==> src/rtl/core/sewbc_pkg.sv <==
// Package for the SPI EEPROM write-back cache sequencer.
// Holds the function codes, SPI command bytes, phase type and the control structs.
// Depends on nothing.
`default_nettype none

package sewbc_pkg;

    typedef enum logic [1:0] {
        FN_WRITE = 2'd0,
        FN_READ  = 2'd1,
        FN_LOAD  = 2'd2,
        FN_BYTE  = 2'd3
    } t_func;

    typedef enum logic [3:0] {
        PH_IDLE       = 4'd0,
        PH_ENABLE     = 4'd1,
        PH_CMD        = 4'd2,
        PH_ADDRESS    = 4'd3,
        PH_DATA       = 4'd4,
        PH_STATUS1    = 4'd5,
        PH_STATUS2    = 4'd6,
        PH_DISABLE    = 4'd7,
        PH_RD_START   = 4'd8,
        PH_RD_ADDRESS = 4'd9,
        PH_RD_DATA    = 4'd10
    } t_phase;

    typedef enum logic {
        CS_IDLE = 1'b0,
        CS_EXEC = 1'b1
    } t_cstate;

    typedef enum logic [3:0] {
        TX_NONE  = 4'd0,
        TX_WREN  = 4'd1,
        TX_WRITE = 4'd2,
        TX_RDSR  = 4'd3,
        TX_WRDI  = 4'd4,
        TX_READ  = 4'd5,
        TX_ADDR  = 4'd6,
        TX_DATA  = 4'd7,
        TX_ZERO  = 4'd8
    } t_tx_sel;

    localparam logic [7:0] CMD_WREN       = 8'h06;
    localparam logic [7:0] CMD_WRITE      = 8'h02;
    localparam logic [7:0] CMD_RD_STATUS  = 8'h05;
    localparam logic [7:0] CMD_WR_DISABLE = 8'h04;
    localparam logic [7:0] CMD_READ       = 8'h03;
    localparam int         WIP_BIT        = 0;

    typedef struct packed {
        logic    latch;
        logic    exec;
        logic    cache_wr_host;
        logic    load_wr;
        logic    clr_load;
        logic    push;
        logic    pop;
        logic    set_cur;
        logic    rd_en;
        logic    tx_valid;
        t_tx_sel tx_sel;
        logic    cs_pulse;
        logic    load_done;
        logic    overflow;
        logic    res_idle;
    } t_ctrl_cmd;

    typedef struct packed {
        t_func func;
        logic  addr_ok;
        logic  q_empty;
        logic  q_full;
        logic  load_last;
        logic  wip;
    } t_dp_status;

endpackage

`default_nettype wire

==> src/rtl/core/sewbc_dp.sv <==
// Datapath of the SPI EEPROM write-back cache sequencer.
// Holds the byte cache with valid bits, the address ring, counters and result registers.
// Depends on sewbc_pkg.
`default_nettype none

module sewbc_dp #(
    parameter int QUEUE_DEPTH = 32,
    parameter int CACHE_BYTES = 256
) (
    input  wire logic                  i_clk,
    input  wire logic                  i_rst_n,
    input  wire logic [1:0]            i_func,
    input  wire logic [7:0]            i_addr,
    input  wire logic [7:0]            i_wr_data,
    input  wire logic [7:0]            i_rx_byte,
    input  wire sewbc_pkg::t_ctrl_cmd  i_cmd,
    output sewbc_pkg::t_dp_status      o_status,
    output logic                       o_tx_valid,
    output logic [7:0]                 o_tx_byte,
    output logic                       o_cs_pulse,
    output logic                       o_cs_high,
    output logic [7:0]                 o_rd_data,
    output logic                       o_load_done,
    output logic                       o_busy_res,
    output logic                       o_overflow
);

    localparam int CW = (CACHE_BYTES > 1) ? $clog2(CACHE_BYTES) : 1;
    localparam int QW = (QUEUE_DEPTH > 1) ? $clog2(QUEUE_DEPTH) : 1;
    localparam int LW = $clog2(CACHE_BYTES + 1);

    logic [7:0]             r_cache [CACHE_BYTES];
    logic [7:0]             r_queue [QUEUE_DEPTH];
    logic [CACHE_BYTES-1:0] r_valid;

    logic [1:0]    r_func;
    logic [7:0]    r_addr;
    logic [7:0]    r_wr_data;
    logic [7:0]    r_rx_byte;
    logic [7:0]    r_cache_q;
    logic          r_valid_q;
    logic [7:0]    r_queue_q;
    logic [7:0]    r_cur;
    logic [QW-1:0] r_head;
    logic [QW-1:0] r_tail;
    logic [LW-1:0] r_load_cnt;

    logic [QW-1:0] n_head;
    logic [QW-1:0] n_tail;
    logic [CW-1:0] n_rd_idx;
    logic [CW-1:0] n_wr_idx;
    logic [7:0]    n_wr_val;
    logic          n_wr_en;
    logic [7:0]    n_tx_byte;
    logic [7:0]    n_cache_byte;

    function automatic logic [QW-1:0] ring_next(input logic [QW-1:0] p);
        return (p == QW'(QUEUE_DEPTH - 1)) ? '0 : p + 1'b1;
    endfunction

    always_comb begin
        n_head       = ring_next(r_head);
        n_tail       = ring_next(r_tail);
        n_rd_idx     = (i_func == sewbc_pkg::FN_READ) ? i_addr[CW-1:0] : r_cur[CW-1:0];
        n_wr_en      = i_cmd.cache_wr_host || i_cmd.load_wr;
        n_wr_idx     = i_cmd.load_wr ? r_load_cnt[CW-1:0] : r_addr[CW-1:0];
        n_wr_val     = i_cmd.load_wr ? r_rx_byte : r_wr_data;
        n_cache_byte = r_valid_q ? r_cache_q : 8'h00;
        case (i_cmd.tx_sel)
            sewbc_pkg::TX_WREN:  n_tx_byte = sewbc_pkg::CMD_WREN;
            sewbc_pkg::TX_WRITE: n_tx_byte = sewbc_pkg::CMD_WRITE;
            sewbc_pkg::TX_RDSR:  n_tx_byte = sewbc_pkg::CMD_RD_STATUS;
            sewbc_pkg::TX_WRDI:  n_tx_byte = sewbc_pkg::CMD_WR_DISABLE;
            sewbc_pkg::TX_READ:  n_tx_byte = sewbc_pkg::CMD_READ;
            sewbc_pkg::TX_ADDR:  n_tx_byte = r_cur;
            sewbc_pkg::TX_DATA:  n_tx_byte = n_cache_byte;
            default:             n_tx_byte = 8'h00;
        endcase
    end

    assign o_status.func      = sewbc_pkg::t_func'(r_func);
    assign o_status.addr_ok   = ({1'b0, r_addr} < 9'(CACHE_BYTES));
    assign o_status.q_empty   = (r_head == r_tail);
    assign o_status.q_full    = (n_head == r_tail);
    assign o_status.load_last = (r_load_cnt == LW'(CACHE_BYTES - 1));
    assign o_status.wip       = r_rx_byte[sewbc_pkg::WIP_BIT];

    always_ff @(posedge i_clk) begin
        if (n_wr_en) begin
            r_cache[n_wr_idx] <= n_wr_val;
        end
        if (i_cmd.latch) begin
            r_cache_q <= r_cache[n_rd_idx];
        end
    end

    always_ff @(posedge i_clk) begin
        if (i_cmd.push) begin
            r_queue[n_head] <= r_addr;
        end
        if (i_cmd.latch) begin
            r_queue_q <= r_queue[n_tail];
        end
    end

    always_ff @(posedge i_clk) begin
        if (i_cmd.latch) begin
            r_func    <= i_func;
            r_addr    <= i_addr;
            r_wr_data <= i_wr_data;
            r_rx_byte <= i_rx_byte;
            r_valid_q <= r_valid[n_rd_idx];
        end
        if (i_cmd.exec) begin
            o_tx_valid  <= i_cmd.tx_valid;
            o_tx_byte   <= n_tx_byte;
            o_cs_pulse  <= i_cmd.cs_pulse;
            o_cs_high   <= i_cmd.res_idle;
            o_busy_res  <= !i_cmd.res_idle;
            o_load_done <= i_cmd.load_done;
            o_overflow  <= i_cmd.overflow;
            o_rd_data   <= (i_cmd.rd_en && o_status.addr_ok) ? n_cache_byte : 8'h00;
        end
    end

    always_ff @(posedge i_clk) begin
        if (!i_rst_n) begin
            r_valid    <= '0;
            r_cur      <= '0;
            r_head     <= '0;
            r_tail     <= '0;
            r_load_cnt <= '0;
        end else begin
            if (n_wr_en) begin
                r_valid[n_wr_idx] <= 1'b1;
            end
            if (i_cmd.set_cur) begin
                r_cur <= r_addr;
            end else if (i_cmd.pop) begin
                r_cur <= r_queue_q;
            end
            if (i_cmd.push) begin
                r_head <= n_head;
            end
            if (i_cmd.pop) begin
                r_tail <= n_tail;
            end
            if (i_cmd.clr_load) begin
                r_load_cnt <= '0;
            end else if (i_cmd.load_wr) begin
                r_load_cnt <= r_load_cnt + 1'b1;
            end
        end
    end

endmodule

`default_nettype wire

==> src/rtl/core/sewbc_ctrl.sv <==
// Controller of the SPI EEPROM write-back cache sequencer.
// Holds the handshake state, the SPI phase machine and the result strobe.
// Depends on sewbc_pkg.
`default_nettype none

module sewbc_ctrl (
    input  wire logic                  i_clk,
    input  wire logic                  i_rst_n,
    input  wire logic                  start,
    input  wire sewbc_pkg::t_dp_status i_status,
    output sewbc_pkg::t_ctrl_cmd       o_cmd,
    output logic                       busy,
    output logic                       o_strobe
);

    sewbc_pkg::t_cstate r_state;
    sewbc_pkg::t_cstate n_state;
    sewbc_pkg::t_phase  r_phase;
    sewbc_pkg::t_phase  n_phase;
    logic               r_strobe;
    logic               n_strobe;

    always_ff @(posedge i_clk) begin
        if (!i_rst_n) begin
            r_state  <= sewbc_pkg::CS_IDLE;
            r_phase  <= sewbc_pkg::PH_IDLE;
            r_strobe <= 1'b0;
        end else begin
            r_state  <= n_state;
            r_phase  <= n_phase;
            r_strobe <= n_strobe;
        end
    end

    always_comb begin
        n_state  = r_state;
        n_phase  = r_phase;
        n_strobe = 1'b0;
        o_cmd    = '0;
        case (r_state)
            sewbc_pkg::CS_IDLE: begin
                if (start) begin
                    o_cmd.latch = 1'b1;
                    n_state     = sewbc_pkg::CS_EXEC;
                end
            end
            sewbc_pkg::CS_EXEC: begin
                o_cmd.exec = 1'b1;
                n_strobe   = 1'b1;
                n_state    = sewbc_pkg::CS_IDLE;
                case (i_status.func)
                    sewbc_pkg::FN_WRITE: begin
                        if (i_status.addr_ok) begin
                            o_cmd.cache_wr_host = 1'b1;
                            if (r_phase == sewbc_pkg::PH_IDLE) begin
                                o_cmd.set_cur  = 1'b1;
                                o_cmd.tx_valid = 1'b1;
                                o_cmd.tx_sel   = sewbc_pkg::TX_WREN;
                                n_phase        = sewbc_pkg::PH_ENABLE;
                            end else if (i_status.q_full) begin
                                o_cmd.overflow = 1'b1;
                            end else begin
                                o_cmd.push = 1'b1;
                            end
                        end
                    end
                    sewbc_pkg::FN_READ: begin
                        o_cmd.rd_en = 1'b1;
                    end
                    sewbc_pkg::FN_LOAD: begin
                        if (r_phase == sewbc_pkg::PH_IDLE) begin
                            o_cmd.clr_load = 1'b1;
                            o_cmd.tx_valid = 1'b1;
                            o_cmd.tx_sel   = sewbc_pkg::TX_READ;
                            n_phase        = sewbc_pkg::PH_RD_START;
                        end
                    end
                    default: begin
                        case (r_phase)
                            sewbc_pkg::PH_IDLE: begin
                                n_phase = sewbc_pkg::PH_IDLE;
                            end
                            sewbc_pkg::PH_ENABLE: begin
                                o_cmd.cs_pulse = 1'b1;
                                o_cmd.tx_valid = 1'b1;
                                o_cmd.tx_sel   = sewbc_pkg::TX_WRITE;
                                n_phase        = sewbc_pkg::PH_CMD;
                            end
                            sewbc_pkg::PH_CMD: begin
                                o_cmd.tx_valid = 1'b1;
                                o_cmd.tx_sel   = sewbc_pkg::TX_ADDR;
                                n_phase        = sewbc_pkg::PH_ADDRESS;
                            end
                            sewbc_pkg::PH_ADDRESS: begin
                                o_cmd.tx_valid = 1'b1;
                                o_cmd.tx_sel   = sewbc_pkg::TX_DATA;
                                n_phase        = sewbc_pkg::PH_DATA;
                            end
                            sewbc_pkg::PH_DATA: begin
                                o_cmd.cs_pulse = 1'b1;
                                o_cmd.tx_valid = 1'b1;
                                o_cmd.tx_sel   = sewbc_pkg::TX_RDSR;
                                n_phase        = sewbc_pkg::PH_STATUS1;
                            end
                            sewbc_pkg::PH_STATUS1: begin
                                o_cmd.tx_valid = 1'b1;
                                o_cmd.tx_sel   = sewbc_pkg::TX_ZERO;
                                n_phase        = sewbc_pkg::PH_STATUS2;
                            end
                            sewbc_pkg::PH_STATUS2: begin
                                o_cmd.cs_pulse = 1'b1;
                                o_cmd.tx_valid = 1'b1;
                                if (i_status.wip) begin
                                    o_cmd.tx_sel = sewbc_pkg::TX_RDSR;
                                    n_phase      = sewbc_pkg::PH_STATUS1;
                                end else begin
                                    o_cmd.tx_sel = sewbc_pkg::TX_WRDI;
                                    n_phase      = sewbc_pkg::PH_DISABLE;
                                end
                            end
                            sewbc_pkg::PH_DISABLE: begin
                                if (i_status.q_empty) begin
                                    n_phase = sewbc_pkg::PH_IDLE;
                                end else begin
                                    o_cmd.pop      = 1'b1;
                                    o_cmd.cs_pulse = 1'b1;
                                    o_cmd.tx_valid = 1'b1;
                                    o_cmd.tx_sel   = sewbc_pkg::TX_WREN;
                                    n_phase        = sewbc_pkg::PH_ENABLE;
                                end
                            end
                            sewbc_pkg::PH_RD_START: begin
                                o_cmd.clr_load = 1'b1;
                                o_cmd.tx_valid = 1'b1;
                                o_cmd.tx_sel   = sewbc_pkg::TX_ZERO;
                                n_phase        = sewbc_pkg::PH_RD_ADDRESS;
                            end
                            sewbc_pkg::PH_RD_ADDRESS: begin
                                o_cmd.tx_valid = 1'b1;
                                o_cmd.tx_sel   = sewbc_pkg::TX_ZERO;
                                n_phase        = sewbc_pkg::PH_RD_DATA;
                            end
                            sewbc_pkg::PH_RD_DATA: begin
                                o_cmd.load_wr = 1'b1;
                                if (i_status.load_last) begin
                                    o_cmd.load_done = 1'b1;
                                    n_phase         = sewbc_pkg::PH_IDLE;
                                end else begin
                                    o_cmd.tx_valid = 1'b1;
                                    o_cmd.tx_sel   = sewbc_pkg::TX_ZERO;
                                end
                            end
                            default: begin
                                n_phase = sewbc_pkg::PH_IDLE;
                            end
                        endcase
                    end
                endcase
                o_cmd.res_idle = (n_phase == sewbc_pkg::PH_IDLE);
            end
            default: begin
                n_state = sewbc_pkg::CS_IDLE;
            end
        endcase
    end

    assign busy     = (r_state == sewbc_pkg::CS_EXEC);
    assign o_strobe = r_strobe;

endmodule

`default_nettype wire

==> src/rtl/core/spi_eeprom_write_back_cache.sv <==
// Top level of the SPI EEPROM write-back cache sequencer.
// Joins the controller and the datapath; depends on sewbc_pkg, sewbc_ctrl and sewbc_dp.
// For each beat, the edge that accepts it (start high, busy low) also registers the
// cache and queue read data, busy is high for the one execute cycle after it, and
// the result is on the ports for the following cycle with o_strobe high. The next
// start is taken in that strobe cycle, so a new beat can be accepted while the
// previous result is still on the ports. The result cannot be held off and must be
// taken when o_strobe is high. Reset clears the cache valid bits at once, so no
// clearing pass follows it.
`default_nettype none

module spi_eeprom_write_back_cache #(
    parameter int QUEUE_DEPTH = 32,
    parameter int CACHE_BYTES = 256
) (
    input  wire logic       i_clk,
    input  wire logic       i_rst_n,
    input  wire logic       start,
    output logic            busy,
    input  wire logic [1:0] i_func,
    input  wire logic [7:0] i_addr,
    input  wire logic [7:0] i_wr_data,
    input  wire logic [7:0] i_rx_byte,
    output logic            o_strobe,
    output logic            o_tx_valid,
    output logic [7:0]      o_tx_byte,
    output logic            o_cs_pulse,
    output logic            o_cs_high,
    output logic [7:0]      o_rd_data,
    output logic            o_load_done,
    output logic            o_busy_res,
    output logic            o_overflow
);

    sewbc_pkg::t_ctrl_cmd  w_cmd;
    sewbc_pkg::t_dp_status w_status;

    sewbc_ctrl u_ctrl (
        .i_clk    (i_clk),
        .i_rst_n  (i_rst_n),
        .start    (start),
        .i_status (w_status),
        .o_cmd    (w_cmd),
        .busy     (busy),
        .o_strobe (o_strobe)
    );

    sewbc_dp #(
        .QUEUE_DEPTH (QUEUE_DEPTH),
        .CACHE_BYTES (CACHE_BYTES)
    ) u_dp (
        .i_clk       (i_clk),
        .i_rst_n     (i_rst_n),
        .i_func      (i_func),
        .i_addr      (i_addr),
        .i_wr_data   (i_wr_data),
        .i_rx_byte   (i_rx_byte),
        .i_cmd       (w_cmd),
        .o_status    (w_status),
        .o_tx_valid  (o_tx_valid),
        .o_tx_byte   (o_tx_byte),
        .o_cs_pulse  (o_cs_pulse),
        .o_cs_high   (o_cs_high),
        .o_rd_data   (o_rd_data),
        .o_load_done (o_load_done),
        .o_busy_res  (o_busy_res),
        .o_overflow  (o_overflow)
    );

endmodule

`default_nettype wire

==> config.mk <==
export PLATFORM = sky130hd
export DESIGN_NAME = spi_eeprom_write_back_cache
export DESIGN_NICKNAME = d
export VERILOG_FILES = /design/src/rtl/core/sewbc_pkg.sv /design/src/rtl/core/sewbc_dp.sv /design/src/rtl/core/sewbc_ctrl.sv /design/src/rtl/core/spi_eeprom_write_back_cache.sv
export SDC_FILE = /design/constraint.sdc
export NUM_CORES = 2
export LEC_CHECK = 0
export BUFFER_PORTS_ARGS = -buffer_cell sky130_fd_sc_hd__buf_4
export CORE_MARGIN = 2
export CORE_UTILIZATION = 50
export DETAILED_ROUTE_END_ITERATION = 12
export PLACE_DENSITY = 0.69
export SLEW_MARGIN = 5
export SYNTH_ARGS = -nofsm -noshare
export SYNTH_HDL_FRONTEND = slang
export SYNTH_HIERARCHICAL = 1
export SYNTH_SLANG_ARGS = --single-unit
==> constraint.sdc <==
create_clock -name i_clk -period 6 [get_ports i_clk]
set_input_delay 0.3 -clock i_clk [delete_from_list [all_inputs] [get_ports i_clk]]
set_output_delay 0.3 -clock i_clk [all_outputs]
set_load 0.005 [all_outputs]
==> run_results.csv <==
group,metric,value,unit
synthesis,syn_avg_cell_area,15.3,um^2
die,die_h,461,um
synthesis,post-synth-top-count-cell,"edfxtp_1",
synthesis,synthArstFlopShare,0,%
clock_tree,clk_pin_slew_worst_paths,0.06,ns
sta,fin_crit,4.97,ns
clock_tree,postCtsSetupBuffers,0,
layout,area_growth,12.0,%
sta,max_freq,201,MHz
layout,nFillCells,15700,
layout,drive_gt1_share,12.1,%
clock_tree,root_buffer,"clkbuf_16",
grt,track_usage,26.5,%
sta,finalHoldViolations,0,
synthesis,yosysWarnings,6,
placement,port_buffers,52,
sta,period_share,82.9,%
critical_path,crit_arrival,5.47,ns
critical_path,endpoint_kind,"flip-flop",
layout,fin_util,56.4,%
critical_path,start_kind,"flip-flop",
grt,antenna_found_initial,6,
synthesis,ys_ff_latch,2658,
die,dieArea,212000,um^2
placement,dp_hpwl,169000,um
synthesis,synthTopCellsByArea,"edfxtp_1 (68%), dfxtp_1 (5.6%), nand2_1 (4.2%)",
critical_path,timing_worst_setup_path_type,"flip-flop to flip-flop",
grt,grt_pass1_wl,411000,um
clock_tree,clock_latency,0.93,ns
run,cap_violations,0,
drt,first_iter_violations,8514,
pwr,vdd_drop_max,0.315,mV
sta,setup_violations,0,
sta,finalSetupTns,0,ns
sta,slew_headroom,15.1,%
synthesis,ys_seq_area_share,73.8,%
clock_tree,cts.sinks,2658,
die,rows,167,
clock_tree,cts_resized,0,
drt,drt-pass1-iter-count,10,
placement,dp_slack,1.18,ns
critical_path,cp.required,6.50,ns
pwr,powerDensity,331,nW/um^2
pwr,p_leak,38.2,nW
drt,wl_per_cell,28.8,um
die,die_w,461,um
synthesis,synthFlopType,"edfxtp_1",
die,start_util,50.3,%
die,ios,53,
clock_tree,cts_inserted_buffers,285,
worst_hold_path,hold_path.class,"input port to flip-flop",
grt,grt-ovfl-total,0,
critical_path,r2r_slack,1.03,ns
placement,finalWeightedCongestion,0.927,
sta,report.final.slew_viol_count,0,
drt,wirelength,285000,um
synthesis,syn-num-nets,6846,
grt,grt_max_degree,164,
outcome,outcome,"finished, final reports clean",
drt,antenna_left,0,
synthesis,synth_edf_count,2369,
clock_tree,hold_buffers,27,
sta,fin_ws,1.03,ns
synthesis,synth_area,104000,um^2
clock_tree,htree_levels,5,
critical_path,crit_fanout,29,
sta,worstMarginPinSlew,1.27,ns
synthesis,syn_inst,6807,
layout,finalNetCount,6949,
grt,grt_pass1_vias,59600,
synthesis,synth_top_area_cell,"edfxtp_1",
drt,drc,0,
sta,grt_setup_unrepaired,"false",
clock_tree,tritoncts,"built",
clock_tree,clk_path_buf_depth,4,
drt,routed_via_density,6.27,
synthesis,synth_cell_type_count,78,
synthesis,yosysTopAreaCellShare,68.2,%
sta,finalClockSkew,0.0624,ns
die,coreArea,207000,um^2
synthesis,synthTopCellsByCount,"edfxtp_1 (2369), nand2_1 (1173), mux2i_1 (417), nor2_1 (343), nand3_1 (301)",
drt,vias,62100,
## area by class of cell
type / count / area [um^2] / share of cell area, %
clock buffers: 393 / 8040 / 6.89
diodes: 1 / 2.50 / 0.00214
well taps: 2788 / 3490 / 2.99
inverters: 22 / 82.6 / 0.0708
multi-input cells: 3700 / 25100 / 21.5
flip-flops and latches: 2658 / 76900 / 65.9
clock inverters: 99 / 836 / 0.716
repair buffers: 243 / 2260 / 1.94
## sequential cells by signal, summed over array words and instances (netlist names), 8 cells and up
signal	flops
u_dp/r_addr	8
u_dp/r_rx_byte	8
u_dp/r_cache	2048
u_dp/o_tx_byte	8
u_dp/r_queue	256
u_dp/r_cache_q	8
u_dp/r_queue_q	8
u_dp/r_cur	8
u_dp/o_rd_data	8
u_dp/r_valid	256
u_dp/r_wr_data	8
u_dp/r_load_cnt	9
## through the flow
stage	power (mW)	instances	cell area (um^2)	hold slack (ns)
after floorplan	21.5	6807	104000	0.399
after global placement	22.1	9384	108000	0.441
after detailed placement	22.1	9384	108000	0.448
after CTS	38.8	9903	117000	0.0600
after global routing	39.6	9903	117000	0.109
final	38.6	9904	117000	0.114
## cells in the final DEF, fill, tap and decap left out, types with 10 or more instances in the layout
cell type	netlist	final
nor4_1	43	42
a31oi_1	119	115
mux2i_1	417	415
clkbuf_16	0	295
clkinv_2	0	44
o211ai_1	15	15
and3_1	15	15
a222oi_1	47	47
a32oi_1	73	73
clkbuf_8	0	29
mux4_2	189	189
clkinv_1	0	32
xor2_1	10	10
nor2b_1	18	17
clkbuf_1	156	69
nand3_1	301	301
dlygate4sd3_1	0	27
nand2b_1	15	15
o2bb2ai_1	16	16
o21a_1	258	258
and2_1	14	14
buf_12	10	29
edfxtp_1	2369	2369
buf_4	47	186
a21oi_1	147	147
nand4_1	93	93
o21ai_0	44	44
dfxtp_1	289	289
nor3_1	30	29
a22oi_1	36	36
a211oi_1	40	40
inv_1	22	22
nor2_1	343	334
nand2_1	1173	1169
bufinv_16	0	14
o22ai_1	110	110
## routing by layer
metal,vias to the layer above,track usage [%],part of all wire [%]
li1,26300,-,-
met1,31400,36.6,38
met2,3755,40.4,46
met3,627,7.01,12
met4,14,10.6,4.2
met5,-,0,0.068
## cells by family (layout without fill, tap and decap cells)
| group | count (synthesis) | count (layout) | synth area share, % |
|---|---|---|---|
| flip-flops | 2658 | 2658 | 73.8 |
| buffers and inverters | 449 | 757 | 2.51 |
| AND/OR/NAND/NOR | 2084 | 2084 | 8.57 |
| adder cells (fa/ha/maj) | 10 | 10 | 0.120 |
| AO/OA/AOI/OAI | 963 | 963 | 6.52 |
| XOR/XNOR | 18 | 18 | 0.151 |
| multiplexers | 624 | 624 | 8.33 |
| other | 1 | 2 | 0.00360 |
## critical path: stages, from the launching register on
cell      delay [ns]
dfxtp_1         0.75
nand2b_1        0.21
nor3_2          0.60
buf_4           0.39
nand2b_1        0.12
o32ai_1         0.62
nand2_1         0.84
nor2_1          1.02
## worst paths after layout
path	depth (start not counted)	start	end
worst min register to register	1	u_dp/r_valid[239]$_SDFFE_PN0N_	u_dp/r_valid[239]$_SDFFE_PN0N_
worst min-delay path	2	i_rx_byte[2]	u_dp/r_rx_byte[2]$_DFFE_PP_
worst max register to register	7	u_ctrl/r_phase[3]$_SDFFE_PN0P_	u_dp/r_cache[0][1]$_DFFE_PP_
worst max-delay path	7	u_ctrl/r_phase[3]$_SDFFE_PN0P_	u_dp/r_cache[0][1]$_DFFE_PP_
## power breakdown
| group | internal [mW] | leakage [nW] | total, mW | switching, mW |
|---|---|---|---|---|
| logic | 0.415 | 10.2 | 1.56 | 1.15 |
| clock network | 9.93 | 4.37 | 16.9 | 6.93 |
| registers | 20.2 | 23.6 | 20.2 | 0.0362 |
(Power assumes the default switching activity.)
